==> src/rtl/core/weighted_tardiness_sequence_evaluator_macros.svh <==
// Assertion macros shared by the evaluator RTL.
`ifndef WEIGHTED_TARDINESS_SEQUENCE_EVALUATOR_MACROS_SVH
`define WEIGHTED_TARDINESS_SEQUENCE_EVALUATOR_MACROS_SVH

// Condition at an edge implies a consequence at the same edge.
`define WTSE_ASSERT_NOW(label, ante, cons, msg) \
  label: assert property (@(posedge clk_i) disable iff (!rst_ni) (ante) |-> (cons)) \
    else $error(msg);

// Condition at an edge implies a consequence at the following edge.
`define WTSE_ASSERT_NEXT(label, ante, cons, msg) \
  label: assert property (@(posedge clk_i) disable iff (!rst_ni) (ante) |=> (cons)) \
    else $error(msg);

`endif

==> src/rtl/core/wtse_pkg.sv <==
// Shared constants, types and helpers of the weighted tardiness evaluator.
package wtse_pkg;

  // Sizing of the job and setup stores
  localparam int MAX_JOBS    = 64;
  localparam int JOB_W       = $clog2(MAX_JOBS);
  localparam int SETUP_ROWS  = MAX_JOBS + 1;
  localparam int ROW_W       = $clog2(SETUP_ROWS);
  localparam int SETUP_AW    = ROW_W + JOB_W;
  localparam int SETUP_DEPTH = SETUP_ROWS * (2 ** JOB_W);

  // Request and result field widths
  localparam int OP_W    = 2;
  localparam int FROW_W  = 7;
  localparam int FJOB_W  = 6;
  localparam int SETUP_W = 16;
  localparam int PROC_W  = 16;
  localparam int DUE_W   = 24;
  localparam int WGT_W   = 16;
  localparam int POS_W   = 6;
  localparam int TIME_W  = 32;
  localparam int PEN_W   = 48;

  localparam logic [TIME_W-1:0] TIME_MAX = '1;
  localparam logic [PEN_W-1:0]  PEN_MAX  = '1;

  typedef enum logic [OP_W-1:0] {
    OP_SETUP = 2'd0,
    OP_JOB   = 2'd1,
    OP_STEP  = 2'd2
  } op_e;

  // Per-job attributes as held in the job memory
  typedef struct packed {
    logic [PROC_W-1:0] proc;
    logic [DUE_W-1:0]  due;
    logic [WGT_W-1:0]  wgt;
  } job_attr_t;

  // Stored prefix of a sequence at one position
  typedef struct packed {
    logic [TIME_W-1:0] elapsed;
    logic [PEN_W-1:0]  pen;
    logic [FJOB_W-1:0] job;
  } prefix_t;

  // Request as it enters the evaluation pipe
  typedef struct packed {
    logic              step;
    logic              restart;
    logic              use_pre;
    logic              commit;
    logic              last;
    logic              setup_ok;
    logic              job_ok;
    logic              pos_ok;
    logic [FJOB_W-1:0] job;
    logic [POS_W-1:0]  pos;
    logic [TIME_W-1:0] pre_elapsed;
    logic [PEN_W-1:0]  pre_pen;
  } issue_t;

  // Request state carried through the later stages
  typedef struct packed {
    logic              step;
    logic              restart;
    logic              commit;
    logic              last;
    logic              pos_ok;
    logic [FJOB_W-1:0] job;
    logic [POS_W-1:0]  pos;
    logic [PEN_W-1:0]  pre_pen;
    logic [TIME_W-1:0] elapsed;
    logic              sat_t;
    logic [DUE_W-1:0]  due;
    logic [WGT_W-1:0]  wgt;
    logic [TIME_W-1:0] late;
    logic [PEN_W-1:0]  prod;
  } stage_t;

  // Result as delivered on the output channel
  typedef struct packed {
    logic [TIME_W-1:0] elapsed;
    logic [PEN_W-1:0]  pen;
    logic              total;
    logic              sat;
  } result_t;

  function automatic logic job_in_range(input logic [FJOB_W-1:0] j);
    return (int'(j) < MAX_JOBS);
  endfunction

  function automatic logic [JOB_W-1:0] job_addr(input logic [FJOB_W-1:0] j);
    return JOB_W'(j);
  endfunction

endpackage

==> src/rtl/core/wtse_outbuf.sv <==
// Output register with one skid entry between the pipe and the result channel.
module wtse_outbuf (
  input  logic              clk_i,
  input  logic              rst_ni,
  input  logic              push_i,
  input  wtse_pkg::result_t res_i,
  input  logic              out_stall_i,
  output logic              pipe_en_o,
  output logic              out_valid_o,
  output wtse_pkg::result_t out_res_o
);
  import wtse_pkg::*;

  logic    out_vld_q, out_vld_d;
  logic    skid_vld_q, skid_vld_d;
  result_t out_q, out_d;
  result_t skid_q, skid_d;
  logic    take;

  assign pipe_en_o   = !skid_vld_q;
  assign take        = out_vld_q && !out_stall_i;
  assign out_valid_o = out_vld_q;
  assign out_res_o   = out_q;

  // Refill from skid first, else park a new result where there is room
  always_comb begin
    out_vld_d  = out_vld_q;
    skid_vld_d = skid_vld_q;
    out_d      = out_q;
    skid_d     = skid_q;
    priority if (skid_vld_q) begin
      if (take) begin
        out_d      = skid_q;
        skid_vld_d = 1'b0;
      end
    end else if (push_i) begin
      if (out_vld_q && !take) begin
        skid_d     = res_i;
        skid_vld_d = 1'b1;
      end else begin
        out_d     = res_i;
        out_vld_d = 1'b1;
      end
    end else if (take) begin
      out_vld_d = 1'b0;
    end
  end

  always_ff @(posedge clk_i or negedge rst_ni) begin
    if (!rst_ni) begin
      out_vld_q  <= 1'b0;
      skid_vld_q <= 1'b0;
    end else begin
      out_vld_q  <= out_vld_d;
      skid_vld_q <= skid_vld_d;
    end
  end

  always_ff @(posedge clk_i) begin
    out_q  <= out_d;
    skid_q <= skid_d;
  end

endmodule

==> config.mk <==
export PLATFORM = sky130hd
export DESIGN_NAME = wtse_outbuf
export DESIGN_NICKNAME = d
export VERILOG_FILES = /design/src/rtl/core/weighted_tardiness_sequence_evaluator_macros.svh /design/src/rtl/core/wtse_pkg.sv /design/src/rtl/core/wtse_outbuf.sv
export SDC_FILE = /design/constraint.sdc
export NUM_CORES = 1
export LEC_CHECK = 0
export BUFFER_PORTS_ARGS = -buffer_cell sky130_fd_sc_hd__buf_2
export CAP_MARGIN = 20
export CORE_UTILIZATION = 52
export DETAILED_ROUTE_END_ITERATION = 10
export PLACE_DENSITY = 0.87
export RECOVER_POWER = 25
export SLEW_MARGIN = 20
export SYNTH_ARGS = -nofsm -noshare
export SYNTH_HDL_FRONTEND = slang
export SYNTH_SLANG_ARGS = --single-unit
==> constraint.sdc <==
create_clock -name clk_i -period 8.75 [get_ports clk_i]
set_input_delay 1.3125 -clock clk_i [delete_from_list [all_inputs] [get_ports clk_i]]
set_output_delay 1.3125 -clock clk_i [all_outputs]
set_load 0.02 [all_outputs]
# Word level (Yosys, flattened, before mapping)
# Cells that the tools add are included.
[totals]
regBits = 166
word_cells = 35
[classes]
n_eq_ne = 3
mux = 11
bitwise = 1
n_reduce_logical = 10
[op_table]
columns = ["op", "n"]
rows = [
  ["two-way mux 82 bit", 4],
  ["AND reduction 3 bit", 3],
  ["two-way mux 1 bit", 7],
  ["inequality test 2 bit (second input constant)", 2],
  ["nonzero test 2 bit", 2],
  ["zero test 1 bit", 3],
  ["logical AND 1 bit", 2],
  ["inequality test 2 x 1 -> 1 bit (second input constant)", 1],
  ["NOT 1 bit", 1],
]

# Logic depth before layout (Yosys ltp)
[logic_depth]
depth_word = 7
mapped_depth = 5

# Worst setup path before layout
# OpenSTA, ideal clock, no wires.
[synth_timing]
path_type = "input -> register"
startpoint = "input push_i"
endpoint = "register out_q, in the netlist out_res_o[0] (enable)"
arrival_time_ns = 7.353
required_time_ns = 8.102
path_slack_ns = 0.749
cell_stages = 2
cell_sequence = "nand2b_1 -> a21boi_0"
[synth_via]
elab_chain_len = 2
[synth_rtl]
columns = ["item", "line_no", "text"]
rows = [
  ["from (decl)", "wtse_outbuf.sv:5", "input logic push_i,"],
  ["nonzero test 2 bit (no source line)", "n/a", ""],
  ["AND reduction 3 bit (no source line)", "n/a", ""],
  ["to (signal assigned)", "wtse_outbuf.sv:60", "out_q <= out_d;"],
  ["to (decl)", "wtse_outbuf.sv:16", "result_t out_q, out_d;"],
]
# No other way between the ends.
# A chain may end at the register's enable or synchronous reset.

# Worst setup path in the final report
[layout_timing]
startpoint = "input push_i"
endpoint = "register skid_q[16] (netlist bit) (enable)"
[layout_via]
elab_chain_len = 1
[layout_rtl]
columns = ["item", "line_no", "text"]
rows = [
  ["AND reduction 3 bit (no source line)", "n/a", ""],
  ["to (signal assigned)", "wtse_outbuf.sv:61", "skid_q <= skid_d;"],
  ["to (decl)", "wtse_outbuf.sv:17", "result_t skid_q, skid_d;"],
]
# No other way between the ends.

==> out/metrics.yaml <==
status:
  run_status: "finished clean"
worst_setup_path:
  r2r-end: "skid_q[16]"
  ff2ff_setup_slack_ns: 5.87
  required_ns: 8.79
  cp_cell_sequence: "clkbuf_1 -> nand2b_1 -> nor2_1 -> buf_12 -> buf_4"
  reg2reg_from: "skid_vld_q"
  cp_slowest_cell: "nor2_1"
  crit_fanout: 45
  setup.worst_path.end: "skid_q[16]"
  worstSetupPathType: "input pin to flip-flop"
  reg2reg_depth: 4
  crit_path_start_kind: "input pin"
  cp-startpoint: "push_i"
  endpoint_kind: "flip-flop"
  slowest_delay_ns: 0.81
  cp.arrival_ns: 3.23
clocking:
  tritoncts: "built"
  post_cts_buffers: 0
  cts_buffers: 17
  h-tree-depth: 4
  worst_skew_pair.late_latency_ns: 0.41
  cts_max_path_buffers: 2
  hold_buffers: 0
  clockRootBuffer: "clkbuf_16"
  cts_resized: 0
  clkSinkCount: 166
  clkTransAtPathRegs_ns: 0.06
routing:
  drt-total-wl_mm: 10.8
  dr.pass1.iters: 4
  wl_per_cell_um: 17.8
  ant_nets: 0
  drt_iter0_drc: 215
  drc: 0
  dr_total_vias: 3100
  via_per_inst: 5.11
min_path:
  min_path_type: "flip-flop to flip-flop"
  min_from: "skid_q[70]"
layout:
  drive_gt1_frac: 0.455
  final_cell_area_um2: 7580
  final_common_cell: "edfxtp_1"
  final_nets: 537
  layout_common_cells: "164 x edfxtp_1, 109 x buf_2, 64 x clkbuf_1"
  area_growth_pct: 23.7
  fin_cells: 607
  diodes: 0
  nFillCells: 813
yosys:
  syn_avg_cell_area_um2: 22.8
  synth_area_um2: 6130
  ys_seq_area_frac: 0.812
  synthCells: 269
  synth_nets: 355
  yosys_warnings: 0
  synth_cell_type_count: 13
  ys_seq_elements: 166
place:
  dpl_cell_area_um2: 7120
  gp_congestion: 0.722
  dp.cells: 574
  place_hpwl_mm: 6.96
  port_buffers: 169
sta:
  fin_skew_ns: 0.00594
  fmax_ghz: 0.314
  min_period_ns: 3.19
  rsz0062_at_grt: "false"
  worstMarginPinSlew_ns: 1.03
  drv_slew: 0
  finalCritPeriodShare: 0.364
  hold_ws_ns: 0.539
  max_slew_margin: 0.311
  finalSetupViolCount: 0
  hold_viol: 0
  setup_tns_ns: 0
power:
  cellLeakagePower_uw: 0.00276
  p_per_area_nw_per_um2: 355
  peakVddDrop_mv: 0.275
  power_uw: 2690
global_routing:
  grt_pass1_wl_mm: 16.8
  antenna_found_initial: 0
  grt_pass1_vias: 3162
  grt-ovfl-total: 0
  grt_max_degree: 68
  track_usage: 0.183
die:
  fp-row-count: 39
  die_w_um: 111
  core_area_um2: 11500
  io_pins: 170
  initial_utilization: 0.534
  die_h_um: 111
  die_area_um2: 12200
run:
  maxCapViolations: 0
==> state kept, by name, indices dropped and copies added (netlist names) <==
register,flops
out_valid_o,1
out_res_o,82
skid_q,82
skid_vld_q,1
==> layout make-up <==
| class | count | area (µm²) | share of cell area |
|---|---|---|---|
| clock buffers | 21 | 440 | 0.0581 |
| clock inverters | 11 | 133 | 0.0175 |
| inverters | 2 | 7.51 | 0.000990 |
| multi-input cells | 91 | 1030 | 0.136 |
| flip-flops and latches | 166 | 4980 | 0.657 |
| well taps | 143 | 179 | 0.0236 |
| repair buffers | 173 | 813 | 0.107 |
==> routing by layer <==
layer,global-route usage,share of wire
met5,0,0
met4,0.0818,0.010
met3,0.0587,0.061
met2,0.292,0.50
met1,0.231,0.42
==> worst min path at each step <==
stage               slack [ns]             to  cells after the start
detailed placement        0.53     skid_vld_q                      1
floorplan                 0.52  out_res_o[73]                      1
global route              0.56  out_res_o[10]                      1
global placement          0.52     skid_vld_q                      1
finish                    0.54  out_res_o[70]                      1
CTS                       0.55  out_res_o[70]                      1
==> through the flow <==
stage	utilization	setup slack, ns
after floorplan	-	0.749
after global placement	0.621	5.30
after detailed placement	0.621	5.19
after CTS	0.671	5.62
after global routing	0.661	5.46
final	0.661	5.56
==> cell families (layout without fill, tap and decap cells) <==
logic type | after synthesis | in the layout | synth area share
mux | 82 | 82 | 0.167
buf+inv | 12 | 207 | 0.0145
compound gates | 4 | 4 | 0.00367
flops | 166 | 166 | 0.812
simple gates | 5 | 5 | 0.00347
==> power by group <==
part	leakage (µW)	internal (µW)	switching, µW
logic	0.000935	277	460
clock network	0.000276	445	278
registers	0.00155	1160	70.7
total	0.00276	1880	809
==> critical path: cells and delay by family <==
kind                   cells  cell delay, ns
buffers and inverters      3            0.93
and+or+nand+nor            2            0.96
==> cell usage after synthesis <==
cell type / number / share of area
a21oi_1: 2 / 0.0016
buf_2: 5 / 0.0041
nand2_1: 3 / 0.0018
inv_1: 2 / 0.0012
mux2_4: 26 / 0.064
dfrtp_1: 2 / 0.0082
a21boi_0: 1 / 0.0012
nand2b_1: 1 / 0.0010
buf_6: 5 / 0.0092
o21ai_0: 1 / 0.00082
mux2_2: 56 / 0.10
nor2_1: 1 / 0.00061
edfxtp_1: 164 / 0.80
Power figures use the tool's default switching activity.
