**src/rtl/core/weighted_tardiness_sequence_evaluator_macros.svh**
```systemverilog
// Assertion macros shared by the evaluator RTL.
`ifndef WEIGHTED_TARDINESS_SEQUENCE_EVALUATOR_MACROS_SVH
`define WEIGHTED_TARDINESS_SEQUENCE_EVALUATOR_MACROS_SVH

// Condition at an edge implies a consequence at the same edge.
`define WTSE_ASSERT_NOW(label, ante, cons, msg) \
  label: assert property (@(posedge clk_i) disable iff (!rst_ni) (ante) |-> (cons)) \
    else $error(msg);

// Condition at an edge implies a consequence at the following edge.
`define WTSE_ASSERT_NEXT(label, ante, cons, msg) \
  label: assert property (@(posedge clk_i) disable iff (!rst_ni) (ante) |=> (cons)) \
    else $error(msg);

`endif

```
**src/rtl/core/wtse_ram.sv**
```systemverilog
// Generic single-port-write, single-port-read RAM with registered read data.
module wtse_ram #(
  parameter int WIDTH = 8,
  parameter int DEPTH = 16
) (
  input  logic                     clk_i,
  input  logic                     we_i,
  input  logic [$clog2(DEPTH)-1:0] waddr_i,
  input  logic [WIDTH-1:0]         wdata_i,
  input  logic                     re_i,
  input  logic [$clog2(DEPTH)-1:0] raddr_i,
  output logic [WIDTH-1:0]         rdata_o
);

  logic [WIDTH-1:0] mem_q [DEPTH];
  logic [WIDTH-1:0] rdata_q;

  // Write and read, read data held while not enabled
  always_ff @(posedge clk_i) begin
    if (we_i) begin
      mem_q[waddr_i] <= wdata_i;
    end
    if (re_i) begin
      rdata_q <= mem_q[raddr_i];
    end
  end

  assign rdata_o = rdata_q;

endmodule

```
**config.mk**
```make
export PLATFORM = sky130hd
export DESIGN_NAME = wtse_ram
export DESIGN_NICKNAME = d
export VERILOG_FILES = /design/src/rtl/core/weighted_tardiness_sequence_evaluator_macros.svh /design/src/rtl/core/wtse_ram.sv
export SDC_FILE = /design/constraint.sdc
export NUM_CORES = 1
export LEC_CHECK = 0
export BUFFER_PORTS_ARGS = -buffer_cell sky130_fd_sc_hd__buf_2
export CAP_MARGIN = 20
export CORE_MARGIN = 1.5
export CORE_UTILIZATION = 60
export DETAILED_ROUTE_END_ITERATION = 10
export PLACE_DENSITY = 0.75
export RECOVER_POWER = 100
export SYNTH_ARGS = -nofsm -noshare
export SYNTH_HDL_FRONTEND = slang
export SYNTH_SLANG_ARGS = --single-unit
```
**constraint.sdc**
```tcl
create_clock -name clk_i -period 2.5 [get_ports clk_i]
set_input_delay 0.5 -clock clk_i [delete_from_list [all_inputs] [get_ports clk_i]]
set_output_delay 0.5 -clock clk_i [all_outputs]
set_load 0.005 [all_outputs]
```
# After elaboration in Yosys (flattened, before gate mapping)
# Memories as Yosys holds them, arrays and structs flattened. A register that Yosys moved wholly into a read port is not among the register bits.
# Index checks and enable logic that the tools add are counted.
# op_classes
mux	2
# ops
operator	n
$mux W1	2
# totals
ff_bits	0
wordCells	3
output_inout_bits	8
memories	1
mem_bits_rw	128
# mem_list
memory	depth	word_bits	rd	rd_ports_with_merged_regs	write_ports	line	text
mem_q	16	8	1	1	1	wtse_ram.sv:15	logic [WIDTH-1:0] mem_q [DEPTH];

# Logic depth before layout (Yosys ltp)
# Gate-level depths: netlist (run 1).
# logic_depth
ltp_word	2
ltp_mapped	5
depth_no_buf	3

# Least setup slack after synthesis (run 1)
# No wires, ideal clock.
# synth_timing
path_kind	input -> register
start	input port waddr_i[2]
end	memory mem_q[0][0], enable pin
n_path_buf	0
setup_slack_ns	0.507
stages	2
arrival_ns	1.610
t_required_ns	2.117
path_cell_list	or3b_2 -> nor3_1
# synth_rtl
element	line	text
start: declaration	wtse_ram.sv:8	input logic [$clog2(DEPTH)-1:0] waddr_i,
end: declaration	wtse_ram.sv:15	
# Straight into the memory's write port.

==> results of run 1 <==
[power groups by stage]
| stage | sequential, mW | clock [mW] | combinational [mW] |
|---|---|---|---|
| final | 2.59 | 2.13 | 0.226 |
| after detailed placement | 2.63 | 0 | 0.235 |
| after global routing | 2.59 | 2.26 | 0.246 |
| after global placement | 2.63 | 0 | 0.230 |
| after CTS | 2.58 | 2.17 | 0.237 |
| after floorplan | 2.63 | 0 | 0.130 |
[metal layers]
metal,GRT usage,wire length [µm],up-vias
met5,0,0,-
met4,0.1171,202,0
met3,0.07504,900,17
met2,0.3521,4727,148
met1,0.3666,4269,1302
li1,-,-,1104
[kinds of logic after synthesis]
| kind of cell | Yosys count |
|---|---|
| AND/OR/NAND/NOR | 35 |
| buffers and inverters | 10 |
| AO/OA/AOI/OAI | 16 |
| multiplexers | 32 |
| flip-flops | 136 |
[synth_stat cells]
library cell	number
or3b_2	1
and2_1	1
nor3_1	4
buf_6	3
mux4_1	14
edfxtp_1	136
and2b_1	1
nand2_1	9
clkdlybuf4s25_2	3
nand2b_1	2
buf_2	3
nor2_1	13
mux4_2	18
nor2b_1	1
buf_4	1
nand3_1	1
nand3b_1	2
a22oi_1	16
[final cells by class]
| type | instances | area [µm²] |
|---|---|---|
| tap | 105 | 131.4 |
| fill | 509 | 2321 |
| sequential | 136 | 4084 |
| clock buffer | 18 | 417.9 |
| timing repair buffer | 50 | 224.0 |
| clock inverter | 14 | 105.1 |
| multi-input combinational | 83 | 1057 |
[worst max-delay path by stage]
| stage | start | depth (start not counted) | slack [ns] | end |
|---|---|---|---|---|
| final | raddr_i[1] | 5 | 0.57 | rdata_o[6] |
| after global routing | raddr_i[1] | 5 | 0.45 | rdata_o[6] |
| after CTS | rdata_o[6] | 1 | 0.91 | rdata_o[6] |
| after detailed placement | raddr_i[1] | 5 | 0.38 | rdata_o[6] |
| after global placement | raddr_i[1] | 5 | 0.35 | rdata_o[6] |
| after floorplan | waddr_i[2] | 2 | 0.51 | mem_q[0][0] |
[registers in the layout (all words and copies together), names as in the netlist]
signal	cells
mem_q	128
rdata_o	8
[metrics by stage]
stage               instance area (µm²)  hold slack [ns]  std cells  setup slack, ns
floorplan                          5228           0.5989        229           0.5071
global placement                   5595           0.7330        374           0.3546
detailed placement                 5595           0.7351        374           0.3809
CTS                                6118           0.3398        406           0.9072
global route                       6020           0.5058        406           0.4507
finish                             6020           0.4845        406           0.5683
==> metrics.md, run 1 <==
| Metric | Value |
|---|---|
| CTS tree | yes |
| Largest net degree at the start of global routing | 33 |
| Psw | roughly 1.1 mW |
| Critical-path cell list | buf_2, clkbuf_1, mux4_2, a22oi_1, nand2_1 |
| Initial antenna violation count | 1 |
| Clk sinks | roughly 140 |
| Core Util, Final | 0.7217 |
| Setup-failing EPs final | 0 |
| Crit-path max cell delay | around 0.56 ns |
| Internal Pwr Total | between 3 and 4 mW |
| Layout cells sized above 1 | 0.1993 |
| RSZ-0062 raised after global routing | false |
| Setup_tns | 0 ns |
| Die area | a little over 9000 µm² |
| Sequential Power Share | 0.523 |
| Max Transition Viols Final | 0 |
| VDD IR max | around 660 µV |
| Worst-path fanout max | 16 |
| Compound-gate portion of the synthesized area | 0.02298 |
| Post-Synth Simple-Gate Area | 0.03135 |
| Switching Share | 0.2154 |
| Netlist cell types | 18 |
| Syn Nets | 248 |
| Drt wl/cell | 24.87 µm |
| Vias/cell | 6.333 |
| Core Region | 8341 µm² |
| N_diodes | 0 |
| Vias in the first global route | 2500 |
| Buffer and inverter count on the worst path | 2 |
| FF-to-FF Start | mem_q[9][2] |
| Fmax | 0.5177 GHz |
| Slowest CP cell | clkbuf_1 |
| Total power | about 4.9 mW |
| Hold Startpoint | wdata_i[2] |
| Period utilization | 0.7727 |
| Gr ovfl total | 0 |
| Hold Crit Class | in2reg |
| Post-synthesis cell count | ~230 |
| Initial drt markers | around 240 |
| Setup clock skew after layout | approximately 0.0046 ns |
| Row cnt | 33 |
| Hold Path Stages | 1 |
| Crit Path Class | in2reg |
| Initial core utilization | 0.6268 |
| Global-route wire length before repair | roughly 15000 µm |
| Post-Syn Area per Cell | 22.83 µm² |
| Setup crit end kind | flop |
| I/O pins | 27 |
| R2r endpoint | rdata_o[2] |
| Reg clk slew, reported paths | around 0.060 ns |
| Max_cap viols | 0 |
| FF-to-FF path depth | 3 |
| Die Wd | 96.34 µm |
| # resized after CTS | 0 |
| Reg2Reg Setup Slack | 1.03 ns |
| WHS Endpoint | mem_q[12][2] |
| Combinational share of power | 0.046 |
| WP data required | 2.76 ns |
| Synth warn | 0 |
| Most common cell after layout, fill and taps aside | edfxtp_1 |
| Synth area leaders | edfxtp_1 78%, mux4_2 7.8%, mux4_1 7.0% |
| Total CTS buffers | 17 |
| CP top delay family | buffers and inverters |
| Die Y | about 96 µm |
| XOR/XNOR Fraction of Synth Area | 0 |
| Syn Std Cell Area | around 5200 µm² |
| Seq cells post-synth | 136 |
| Placer Congestion | 0.7848 |
| IO Port Bufs | 26 |
| Hold_buf cts | 0 |
| Clock latency on the worst-skew pair | between 0.5 and 0.6 ns |
| Post-CTS setup buffers | 0 |
| Synth top area share | 0.7812 |
| All-layer global routing usage | 0.2507 |
| Seq/Total Area, Yosys | 0.7812 |
| Synth area leader | edfxtp_1 |
| Status | finished clean |
| Clock group share of total power | 0.431 |
| Worst-Margin Slew | a little over 0.7 ns |
| Crit path time final | approximately 1.9 ns |
| Post-synthesis adder-cell area fraction | 0 |
| Longest Clk Path Bufs | 2 |
| Area growth, synth to finish | 15.15% |
| Main combinational cell family by area after synthesis | multiplexers |
| Leak Pwr | around 1.9 nW |
| Max_slew headroom | 0.5213 |
| CTS root buffer | clkbuf_8 |
| WL final | 10100 µm |
| First-pass iteration count of the detailed router | 5 |
| # DRC | 0 |
| Post-DRT Antenna Nets | 0 |
| DP HPWL | around 6300 µm |
| Crit path DAT | about 2.2 ns |
| Pwr Density | between 800 and 900 nW/µm² |
| Startpoint Class | primary input |
| Fin nets | roughly 310 |
| Vias | 2571 |
| Most frequent cells in the layout | 136 x edfxtp_1, 40 x clkbuf_1, 18 x mux4_2, 16 x a22oi_1, 16 x clkbuf_16 |
| Final Hold Fails | 0 |
| CTS H-tree depth | 4 |
| Post-synthesis mux area share | 0.1479 |
Note: power is estimated with default switching activity, not from simulation.
==> run 2, diff against run 1 <==
==> constraint.sdc (replaced) <==
create_clock -name clk_i -period 1.8 [get_ports clk_i]
set_input_delay 0.36 -clock clk_i [delete_from_list [all_inputs] [get_ports clk_i]]
set_output_delay 0.36 -clock clk_i [all_outputs]
set_load 0.005 [all_outputs]
==> run 2 against run 1 <==
Effect of this change:
- core utilization rose by 1.6 points
- critical path type is now reg2reg
- non-clock buffer count decreased by 1
- first-iteration DRC count down 7.9%
- register-to-register slack worse by 0.79 ns
- largest cell class unchanged
- routed wire length is 4.7% higher
- final cell count is 0.25% lower
- setup slack got worse by 0.33 ns
- clock skew is 0.0015 ns higher
- clock power increased by 70%
- cell area rose by 2.2%
==> metrics.md, run 2 (same netlist as run 1, synthesis figures left out) <==
| Metric | Value |
|---|---|
| VDD IR max | 683.5 µV (+4.2%) |
| Area of the multi-input gates | 1057 µm² (unchanged) |
| Worst-Margin Slew | 0.8169 ns (+0.09882 ns) |
| Period utilization | 0.8683 |
| # resized after CTS | 0 (unchanged) |
| Placed cell count | 373 (-0.27%) |
| FF-to-FF path depth | 3 (unchanged) |
| Initial core utilization | 0.6268 (unchanged) |
| Drt wl/cell | 26.10 µm (+4.9%) |
| Post-CTS setup buffers | 0 (unchanged) |
| Setup crit end kind | flop |
| Global-route wire length before repair | 15440 µm (+2.9%) |
| Vias in the first global route | 2537 (+1.5%) |
| N_diodes | 0 (unchanged) |
| Fmax | 0.6398 GHz |
| Startpoint Class | flop |
| Max_cap viols | 0 (unchanged) |
| Register Area | 4084 µm² (unchanged) |
| Die Y | 96.34 µm (unchanged) |
| Area growth, synth to finish | 17.66% |
| Row cnt | 33 (unchanged) |
| Hold_buf cts | 0 (unchanged) |
| FF-to-FF Start | mem_q[7][6] |
| Reg2Reg Setup Slack | 0.24 ns (-0.79 ns) |
| Most common cell after layout, fill and taps aside | edfxtp_1 |
| Hold Startpoint | re_i |
| Die area | 9281 µm² (unchanged) |
| CP endpoint | rdata_o[6] |
| Max_slew headroom | 0.4554 (-0.06588) |
| Max Transition Viols Final | 0 (unchanged) |
| Setup_tns | 0 ns (unchanged) |
| WP data required | 2.05 ns (-0.71 ns) |
| CTS tree | yes |
| Setup-failing EPs final | 0 (unchanged) |
| # DRC | 0 (unchanged) |
| Placer Congestion | 0.7111 (-9.4%) |
| Setup clock skew after layout | 0.006102 ns (+0.001465 ns) |
| Die Wd | 96.34 µm (unchanged) |
| IO Port Bufs | 26 (unchanged) |
| Crit path time final | ~1.6 ns |
| Post-DRT Antenna Nets | 0 (unchanged) |
| Initial drt markers | 223 (-7.9%) |
| Status | finished clean |
| Initial antenna violation count | 0 (-1) |
| Worst setup margin | 0.2370 ns (-0.3312 ns) |
| First-pass iteration count of the detailed router | 4 (-1) |
| Layout cells sized above 1 | 0.2033 (+0.003998) |
| Final std cells w/o fill | 405 (-0.25%) |
| CP startpoint | mem_q[7][6] |
| Gr ovfl total | 0 (unchanged) |
| Fill count | 494 (-2.9%) |
| CTS root buffer | clkbuf_8 |
| Clock latency on the worst-skew pair | 0.52 ns (about the same) |
| Pre-CTS setup slack | -0.04961 ns (-0.4305 ns) |
| I/O pins | 27 (unchanged) |
| Crit path DAT | 1.82 ns (-0.37 ns) |
| Vias/cell | 6.333 (about the same) |
| Largest net degree at the start of global routing | 20 (-39%) |
| Hold Crit Class | in2reg |
| Crit Path Class | reg2reg |
| CTS H-tree depth | 4 (unchanged) |
| Worst-path fanout max | 1 (-15) |
| All-layer global routing usage | 0.2591 (+0.008408) |
| Longest Clk Path Bufs | 2 (unchanged) |
| Most frequent cells in the layout | 136 x edfxtp_1, 36 x clkbuf_1, 18 x mux4_2, 16 x a22oi_1, 16 x clkbuf_16 |
| DP HPWL | 6200 µm (-0.97%) |
| Max reg flops | 128 (unchanged) |
| Fin nets | 306 (-0.33%) |
| Most flop-heavy register | mem_q |
| Clk sinks | 136 (unchanged) |
| Core Region | 8341 µm² (unchanged) |
| Vias | 2565 (-0.23%) |
| Total CTS buffers | 17 (unchanged) |
| Leak Pwr | 2.020 nW (+4.3%) |
| RSZ-0062 raised after global routing | false |
| Pwr Density | 1226 nW/µm² (+49%) |
| WL final | 10570 µm (+4.7%) |
| R2r endpoint | rdata_o[6] |
| Reg clk slew, reported paths | 0.06 ns (about the same) |
| Final Hold Fails | 0 (unchanged) |
-- run 2: worst min path at each step --
stage	slack [ns]	cells after the start	end
detailed placement	0.74	1	rdata_o[2]
global route	0.37	1	rdata_o[2]
floorplan	0.46	0	mem_q[0][0]
global placement	0.73	3	rdata_o[1]
CTS	0.21	1	rdata_o[2]
finish	0.36	1	rdata_o[2]
-- run 2: cell type report --
class                           instances  share of cell area
Clock buffer                           18             0.06794
Timing Repair Buffer                   49             0.04170
Clock inverter                         14             0.03316
Tap cell                              105             0.02136
Multi-Input combinational cell         83              0.1719
Sequential cell                       136              0.6640
-- run 2: power by group --
| part | internal [mW] | switching (mW) |
|---|---|---|
| Combinational | 0.135 | 0.187 |
| Sequential | 3.57 | 0.0233 |
| Clock | 2.37 | 1.25 |
-- run 2: critical path, stage by stage, from the launching register on --
cell	delay, ns
edfxtp_1	0.42
mux4_2	0.54
a22oi_1	0.23
nand2_1	0.11
-- run 2: per-stage QoR --
stage	utilization	area [µm²]	power, mW	hold WS [ns]
floorplan	-	5233	3.829	0.4589
global placement	0.6736	5618	3.976	0.7322
detailed placement	0.6736	5618	3.987	0.7426
CTS	0.7481	6240	7.581	0.2079
global route	0.7375	6151	7.745	0.3669
finish	0.7375	6151	7.538	0.3598
-- run 2: layer usage --
layer  track usage  part of all wire  vias up
met1        0.3477              0.40     1328
met2        0.4096              0.51      128
met5             0                 0        -
li1              -                 -     1098
met3       0.07899             0.077       11
met4       0.09058             0.012        0
