### src/rtl/core/weighted_tardiness_sequence_evaluator_macros.svh
// Assertion macros shared by the evaluator RTL.
`ifndef WEIGHTED_TARDINESS_SEQUENCE_EVALUATOR_MACROS_SVH
`define WEIGHTED_TARDINESS_SEQUENCE_EVALUATOR_MACROS_SVH

// Condition at an edge implies a consequence at the same edge.
`define WTSE_ASSERT_NOW(label, ante, cons, msg) \
  label: assert property (@(posedge clk_i) disable iff (!rst_ni) (ante) |-> (cons)) \
    else $error(msg);

// Condition at an edge implies a consequence at the following edge.
`define WTSE_ASSERT_NEXT(label, ante, cons, msg) \
  label: assert property (@(posedge clk_i) disable iff (!rst_ni) (ante) |=> (cons)) \
    else $error(msg);

`endif

### src/rtl/core/wtse_pkg.sv
// Shared constants, types and helpers of the weighted tardiness evaluator.
package wtse_pkg;

  // Sizing of the job and setup stores
  localparam int MAX_JOBS    = 64;
  localparam int JOB_W       = $clog2(MAX_JOBS);
  localparam int SETUP_ROWS  = MAX_JOBS + 1;
  localparam int ROW_W       = $clog2(SETUP_ROWS);
  localparam int SETUP_AW    = ROW_W + JOB_W;
  localparam int SETUP_DEPTH = SETUP_ROWS * (2 ** JOB_W);

  // Request and result field widths
  localparam int OP_W    = 2;
  localparam int FROW_W  = 7;
  localparam int FJOB_W  = 6;
  localparam int SETUP_W = 16;
  localparam int PROC_W  = 16;
  localparam int DUE_W   = 24;
  localparam int WGT_W   = 16;
  localparam int POS_W   = 6;
  localparam int TIME_W  = 32;
  localparam int PEN_W   = 48;

  localparam logic [TIME_W-1:0] TIME_MAX = '1;
  localparam logic [PEN_W-1:0]  PEN_MAX  = '1;

  typedef enum logic [OP_W-1:0] {
    OP_SETUP = 2'd0,
    OP_JOB   = 2'd1,
    OP_STEP  = 2'd2
  } op_e;

  // Per-job attributes as held in the job memory
  typedef struct packed {
    logic [PROC_W-1:0] proc;
    logic [DUE_W-1:0]  due;
    logic [WGT_W-1:0]  wgt;
  } job_attr_t;

  // Stored prefix of a sequence at one position
  typedef struct packed {
    logic [TIME_W-1:0] elapsed;
    logic [PEN_W-1:0]  pen;
    logic [FJOB_W-1:0] job;
  } prefix_t;

  // Request as it enters the evaluation pipe
  typedef struct packed {
    logic              step;
    logic              restart;
    logic              use_pre;
    logic              commit;
    logic              last;
    logic              setup_ok;
    logic              job_ok;
    logic              pos_ok;
    logic [FJOB_W-1:0] job;
    logic [POS_W-1:0]  pos;
    logic [TIME_W-1:0] pre_elapsed;
    logic [PEN_W-1:0]  pre_pen;
  } issue_t;

  // Request state carried through the later stages
  typedef struct packed {
    logic              step;
    logic              restart;
    logic              commit;
    logic              last;
    logic              pos_ok;
    logic [FJOB_W-1:0] job;
    logic [POS_W-1:0]  pos;
    logic [PEN_W-1:0]  pre_pen;
    logic [TIME_W-1:0] elapsed;
    logic              sat_t;
    logic [DUE_W-1:0]  due;
    logic [WGT_W-1:0]  wgt;
    logic [TIME_W-1:0] late;
    logic [PEN_W-1:0]  prod;
  } stage_t;

  // Result as delivered on the output channel
  typedef struct packed {
    logic [TIME_W-1:0] elapsed;
    logic [PEN_W-1:0]  pen;
    logic              total;
    logic              sat;
  } result_t;

  function automatic logic job_in_range(input logic [FJOB_W-1:0] j);
    return (int'(j) < MAX_JOBS);
  endfunction

  function automatic logic [JOB_W-1:0] job_addr(input logic [FJOB_W-1:0] j);
    return JOB_W'(j);
  endfunction

endpackage

### src/rtl/core/wtse_eval.sv
// Four-stage evaluation pipe: time sum, lateness, weighting, penalty sum.
module wtse_eval (
  input  logic                           clk_i,
  input  logic                           rst_ni,
  input  logic                           pipe_en_i,
  input  logic                           accept_i,
  input  wtse_pkg::issue_t               item_i,
  input  logic [wtse_pkg::SETUP_W-1:0]   setup_rdata_i,
  input  wtse_pkg::job_attr_t            job_rdata_i,
  output logic                           commit_busy_o,
  output logic                           pre_we_o,
  output logic [wtse_pkg::JOB_W-1:0]     pre_waddr_o,
  output wtse_pkg::prefix_t              pre_wdata_o,
  output logic                           res_valid_o,
  output wtse_pkg::result_t              res_o
);
  import wtse_pkg::*;

  logic s1_vld_q, s2_vld_q, s3_vld_q, s4_vld_q;
  issue_t s1_q;
  stage_t s2_q, s3_q, s4_q;
  stage_t s2_d, s3_d, s4_d;

  logic [TIME_W-1:0]  run_time_q, run_time_d;
  logic [PEN_W-1:0]   run_pen_q, run_pen_d;
  logic [SETUP_W-1:0] setup_v;
  job_attr_t          attr_v;
  logic [TIME_W-1:0]  t_base;
  logic [TIME_W:0]    t_sum;
  logic [PEN_W-1:0]   p_base;
  logic [PEN_W:0]     p_sum;
  logic [PEN_W-1:0]   p_new;
  logic               p_sat;

  // Stage 1: add setup and processing time to the running or resumed time
  always_comb begin
    setup_v = s1_q.setup_ok ? setup_rdata_i : '0;
    attr_v  = s1_q.job_ok ? job_rdata_i : '0;
    t_base  = s1_q.restart ? s1_q.pre_elapsed : run_time_q;
    t_sum   = (TIME_W+1)'(t_base) + (TIME_W+1)'(setup_v) + (TIME_W+1)'(attr_v.proc);

    s2_d         = '0;
    s2_d.step    = s1_q.step;
    s2_d.restart = s1_q.restart;
    s2_d.commit  = s1_q.commit;
    s2_d.last    = s1_q.last;
    s2_d.pos_ok  = s1_q.pos_ok;
    s2_d.job     = s1_q.job;
    s2_d.pos     = s1_q.pos;
    s2_d.pre_pen = s1_q.pre_pen;
    s2_d.sat_t   = t_sum[TIME_W];
    s2_d.elapsed = t_sum[TIME_W] ? TIME_MAX : t_sum[TIME_W-1:0];
    s2_d.due     = attr_v.due;
    s2_d.wgt     = attr_v.wgt;

    run_time_d = run_time_q;
    if (pipe_en_i && s1_vld_q && s1_q.step) begin
      run_time_d = s1_q.last ? '0 : s2_d.elapsed;
    end
  end

  // Stage 2: lateness past the due date
  always_comb begin
    s3_d      = s2_q;
    s3_d.late = (s2_q.elapsed > TIME_W'(s2_q.due)) ? s2_q.elapsed - TIME_W'(s2_q.due) : '0;
  end

  // Stage 3: weight the lateness
  always_comb begin
    s4_d      = s3_q;
    s4_d.prod = PEN_W'(s3_q.late) * PEN_W'(s3_q.wgt);
  end

  // Stage 4: accumulate the penalty, clip at its maximum
  always_comb begin
    p_base = s4_q.restart ? s4_q.pre_pen : run_pen_q;
    p_sum  = (PEN_W+1)'(p_base) + (PEN_W+1)'(s4_q.prod);
    p_sat  = p_sum[PEN_W];
    p_new  = p_sat ? PEN_MAX : p_sum[PEN_W-1:0];

    run_pen_d = run_pen_q;
    if (pipe_en_i && s4_vld_q && s4_q.step) begin
      run_pen_d = s4_q.last ? '0 : p_new;
    end
  end

  // Store the prefix at the requested position
  assign pre_we_o            = pipe_en_i && s4_vld_q && s4_q.step && s4_q.commit && s4_q.pos_ok;
  assign pre_waddr_o         = job_addr(s4_q.pos);
  assign pre_wdata_o.elapsed = s4_q.elapsed;
  assign pre_wdata_o.pen     = p_new;
  assign pre_wdata_o.job     = s4_q.job;

  // Present the result, zero for write requests
  assign res_valid_o   = s4_vld_q;
  assign res_o.elapsed = s4_q.step ? s4_q.elapsed : '0;
  assign res_o.pen     = s4_q.step ? p_new : '0;
  assign res_o.total   = s4_q.step && s4_q.last;
  assign res_o.sat     = s4_q.step && (s4_q.sat_t || p_sat);

  // Flag any committing step still ahead of its prefix write
  assign commit_busy_o = (s1_vld_q && s1_q.step && s1_q.commit)
                      || (s2_vld_q && s2_q.step && s2_q.commit)
                      || (s3_vld_q && s3_q.step && s3_q.commit)
                      || (s4_vld_q && s4_q.step && s4_q.commit);

  // Advance valid flags and running sums
  always_ff @(posedge clk_i or negedge rst_ni) begin
    if (!rst_ni) begin
      s1_vld_q   <= 1'b0;
      s2_vld_q   <= 1'b0;
      s3_vld_q   <= 1'b0;
      s4_vld_q   <= 1'b0;
      run_time_q <= '0;
      run_pen_q  <= '0;
    end else begin
      if (pipe_en_i) begin
        s1_vld_q <= accept_i;
        s2_vld_q <= s1_vld_q;
        s3_vld_q <= s2_vld_q;
        s4_vld_q <= s3_vld_q;
      end
      run_time_q <= run_time_d;
      run_pen_q  <= run_pen_d;
    end
  end

  // Advance stage payloads
  always_ff @(posedge clk_i) begin
    if (pipe_en_i) begin
      s1_q <= item_i;
      s2_q <= s2_d;
      s3_q <= s3_d;
      s4_q <= s4_d;
    end
  end

endmodule

### config.mk
export PLATFORM = sky130hd
export DESIGN_NAME = wtse_eval
export DESIGN_NICKNAME = d
export VERILOG_FILES = /design/src/rtl/core/weighted_tardiness_sequence_evaluator_macros.svh /design/src/rtl/core/wtse_pkg.sv /design/src/rtl/core/wtse_eval.sv
export SDC_FILE = /design/constraint.sdc
export NUM_CORES = 2
export LEC_CHECK = 0
export ABC_AREA = 1
export ABC_CLOCK_PERIOD_IN_PS = 6400
export BUFFER_PORTS_ARGS = -buffer_cell sky130_fd_sc_hd__buf_2
export CAP_MARGIN = 10
export CORE_ASPECT_RATIO = 1.75
export CORE_MARGIN = 2
export CORE_UTILIZATION = 64
export CTS_BUF_LIST = sky130_fd_sc_hd__clkbuf_2
export DETAILED_ROUTE_END_ITERATION = 12
export HOLD_SLACK_MARGIN = 0.1
export PLACE_DENSITY = 0.95
export SLEW_MARGIN = 20
export SYNTH_ARGS = -nofsm -noshare
export SYNTH_HDL_FRONTEND = slang
export SYNTH_SLANG_ARGS = --single-unit
### constraint.sdc
create_clock -name clk_i -period 6.4 [get_ports clk_i]
set_input_delay 1.28 -clock clk_i [delete_from_list [all_inputs] [get_ports clk_i]]
set_output_delay 1.28 -clock clk_i [all_outputs]
set_load 0.02 [all_outputs]
Word level (Yosys, flattened, before mapping). Index checks and enable logic that the tools add are counted.

Register bits after elaboration: 613. Memories kept: 0. Bits in latches: 0. Memory bits (read-only): 0. Memory bits (writable): 0. Input port bits: 176.

$lt $le $gt $ge: 1. Add/subtract/negate cells: 4. Shift operators: 0. Multiply operators: 1. Reduce and logical (&&, ||, !) cells: 20. Div/mod/pow operators: 0. Equal/unequal tests: 0. Bitwise gates (word level): 0. Mux-type cells: 10.

Operator list (count): 48-bit two-way mux (4); 32-bit two-way mux (4); 56-bit two-way mux (1); 48-bit by 48-bit adder with 49-bit output (1); 32-bit by 16-bit multiplier with 48-bit output (1); 32-bit by 16-bit adder with 33-bit output (1); 33-bit by 16-bit adder with 33-bit output (1); 32-bit by 24-bit greater-than comparator with 1-bit output (1); 32-bit by 24-bit subtractor with 32-bit output (1); 1-bit logical AND (16); 16-bit two-way mux (1); 1-bit logical OR (4).

Longest topological paths before layout.
Depth after elaboration: 5. Gate-level depth with buffers: 27. Mapped depth without buffers: 26.

Worst setup path before layout. No wires, ideal clock.

Kind: register to register. Start: reg s3_q[74] in the netlist's numbering. End: reg s4_q[40] in the netlist's numbering, data pin. Arrival: 5.258 ns. Cell stages (with the launch flop): 27. Setup slack: 0.889 ns. Path buffers: 2. Period minus slack after synthesis: 5.511 ns. Library setup time: 0.253 ns. Required time: 6.147 ns. Cells stage by stage: edfxtp_1 -> clkbuf_1 -> clkbuf_1 -> nand2_1 -> fa_1 -> inv_1 -> fa_1 -> inv_1 -> fa_1 -> inv_1 -> fa_1 -> fa_1 -> inv_1 -> fa_1 -> inv_1 -> ha_1 -> nand2_1 -> nor2_1 -> inv_1 -> nor2_1 -> inv_1 -> nor3_1 -> nand3_1 -> nand3_1 -> nand2_1 -> inv_1 -> nor2_1.

RTL lines: from (decl) (RTL line wtse_eval.sv:21) `stage_t s2_q, s3_q, s4_q;`; from (signal assigned) (RTL line wtse_eval.sv:133) `s3_q <= s3_d;`; to (signal assigned) (RTL line wtse_eval.sv:134) `s4_q <= s4_d;`; to (decl) (RTL line wtse_eval.sv:21).

==> impl_metrics.tcl <==
set metrics [dict create \
    synth_area_leaders "edfxtp_1, fa_1, nand2_1" \
    cts-root-buf "clkbuf_2" \
    yosys_most_used_dff "edfxtp_1" \
    setup_violations 42 \
    synthAdderAreaFrac_pct 24.0 \
    worst_pin_slew_ps 1240 \
    synth-xor-area-share_pct 1.64 \
    rows 132 \
    cts_tree "built" \
    synth_top_cells_by_count "nand2_1, inv_1, edfxtp_1" \
    initialDrtViolationCount 4299 \
    die_w_um 210 \
    clock_sinks 613 \
    drc_errors 0 \
    start_util_pct 64.3 \
    path_class "reg2out" \
    finalClockSkew_ps 182 \
    yosys.area.top_type_share_pct 33.5 \
    placed_area_sq_um 51400 \
    violations "setup timing" \
    die-area_sq_um 76300 \
    synth-simple-area-share_pct 18.7 \
    fmax_mhz 152 \
    grt_first_pass_wirelength_um 263000 \
    hp-class "in2async" \
    slowest_delay_ps 730 \
    start_kind "flip-flop" \
    drive_gt1_share_pct 16.5 \
    overflow 0 \
    wl_per_cell_um 24.9 \
    coreArea_sq_um 73700 \
    critPathRequiredTime_ps 5120 \
    synth-edff-count 529 \
    hold_violations 0 \
    crit_slowest_cell "xnor2_1" \
    synth_top_cell_by_area "edfxtp_1" \
    max_slew_margin_pct 17.4 \
    num_vias 42300 \
    grt_use_total_pct 48.0 \
    crit_chain "buf_4, buf_12, nand2_1, o21ai_2, ha_4, nand2_1, nor2_1, nand2_1, inv_1, nand3_1, nand3_1, xnor2_1, nand2_1, buf_2" \
    synth_top_family_by_area "adder cells" \
    final_util_pct 75.0 \
    gp_congestion 1.05 \
    holdWs_ps 225 \
    io_buffers 351 \
    hpwlAfterDp_um 128000 \
    synth_area_sq_um 47400 \
    ys_seq_area_share_pct 38.0 \
    h-tree-depth 4 \
    finalInstanceArea_sq_um 55200 \
    synth_area_per_cell_sq_um 8.63 \
    synth_mux_area_share_pct 0.721 \
    clkSlewWorstSetupHoldPaths_ps 180 \
    ys.warnings.count 0 \
    dr.pass1.iters 9 \
    reg2reg_from "s3_q[69]" \
    outcome "finished, violations left" \
    period_share_pct 103 \
    via_per_inst 5.83 \
    syn-instance-count 5491 \
    cap_viol_max_count 0 \
    r2r_cells 26 \
    ant_nets 0 \
    numCtsBuffers 140 \
    grt_pass1_vias 45200 \
    ys_types 45 \
    grt_start_max_net_pins 182 \
    synthArstFlopShare_pct 13.7 \
    clockBufferDepth 3 \
    ys_ff_latch 613 \
    slew_viol_final 0 \
    synth.most_common_cell "nand2_1" \
    die_y_um 364 \
    cp_data_arrival_time_ps 5310 \
    period_minus_slack_ps 6590 \
    crit_path_frequent_cell "nand2_1" \
    synth-compound-area-share_pct 4.49 \
    io_pins 353 \
    antenna_found_initial 17 \
    cp_max_fo 18 \
    r2r_setup_slack_ps 0 \
    fin_nets 7013 \
    crit_path_end_kind "primary output" \
    wirelength_um 181000 \
    insertion_delay_ps 1680 \
    finalWorstSetupSlack_ps -186 \
    r2r-end "s4_q[44]" \
    layout-area-overhead-vs-synth_pct 16.6 \
    syn_nets 6312 \
]
==> placed cells by master (no fill, tap or decap), types with 9 or more instances in the layout <==
cell type and n:
a31oi_1 13, a21oi_2 9, inv_1 1297, nand3b_1 11
xor2_1 61, clkinv_1 29, nand3_2 29, nand2_2 33
edfxtp_1 529, buf_2 349, nor4_1 10, ha_4 13
nor3_1 19, a21oi_1 163, buf_4 246, o21ai_0 107
ha_2 11, nand2_1 1610, ha_1 184, nor2_2 23
nor2_1 287, xnor2_1 26, o21ai_1 32, fa_1 437
nand3_1 129, clkbuf_2 193, nor2_4 11, clkinv_2 11
nand4_1 33, o21ai_2 10, buf_12 28, a21o_1 11
mux2_2 16, dfrtp_1 84, diode_2 15, dlygate4sd3_1 142
o21bai_1 21, mux2_4 9
==> worst max-delay path: cells and delay by family, from the launching register on <==
kind / cells / cell delay, ps
simple gates: 7 / 1340
xor+xnor: 1 / 730
buf+inv: 4 / 640
flops: 1 / 450
fa+ha+maj: 1 / 320
compound gates: 1 / 300
==> cells by family after synthesis <==
kind of cell	count (synthesis)
buffers and inverters	1515
xor gates and xnor gates	89
muxes	31
DFF	613
AOI/OAI and AO/OA	386
adders and majority gates	645
and+or+nand+nor	2212
==> repair_timing <==
action                                 CTS  global route
hold buffers                           142             0
endpoints found under the hold margin  210             0
buffers inserted                         8            21
setup endpoints to repair               95           103
resized for setup                       44            99
pin swaps                                4             5
gates cloned                             1             1
==> stage by stage <==
step | setup TNS (ps) | setup slack (ps) | cells
2_1_floorplan | 0 | 889 | 5491
3_3_place_gp | 0 | 279 | 6815
3_5_place_dp | 0 | 212 | 6815
4_1_cts | 0 | 0.912 | 7217
5_1_grt | -13890 | -343 | 7248
6_report | -2970 | -186 | 7254
==> state kept, by name, summed over array words and instances (netlist names) <==
name / flops
s1_vld_q: 1
pre_waddr_o: 6
s3_vld_q: 1
run_time_q: 32
s2_q: 138
s4_q: 102
res_valid_o: 1
pre_wdata_o: 38
s3_q: 146
run_pen_q: 48
s1_q: 99
s2_vld_q: 1
==> layout make-up <==
class | count | area (sq um)
inverter | 1303 | 4890
clock inverter | 58 | 447
clock buffer | 193 | 966
antenna | 15 | 37.5
sequential | 613 | 18000
fill | 4923 | 18400
tap | 938 | 1170
timing repair buffer | 771 | 5680
multi-input combinational | 3363 | 24100
==> routing by layer <==
| layer | wire, um | global-route usage (%) |
|---|---|---|
| met5 | 106 | 0 |
| met4 | 27900 | 57.8 |
| met3 | 18100 | 14.8 |
| met2 | 87800 | 81.8 |
| met1 | 46800 | 40.4 |
==> worst max path at each step <==
stage	startpoint	cells past startpoint	slack (ps)	to
after CTS	s4_q[216]	23	0.9	res_o[44]
final	s4_q[216]	14	-190	pre_wdata_o[27]
after floorplan	s3_q[74]	26	890	s4_q[40]
after detailed placement	s3_q[90]	24	210	s4_q[36]
after global routing	s4_q[216]	22	-340	res_o[41]
after global placement	s3_q[84]	25	280	s4_q[46]
Power is left out: the tool's default activity adds up to more than one toggle a clock period on the data nets, which glitch-free logic cannot reach.
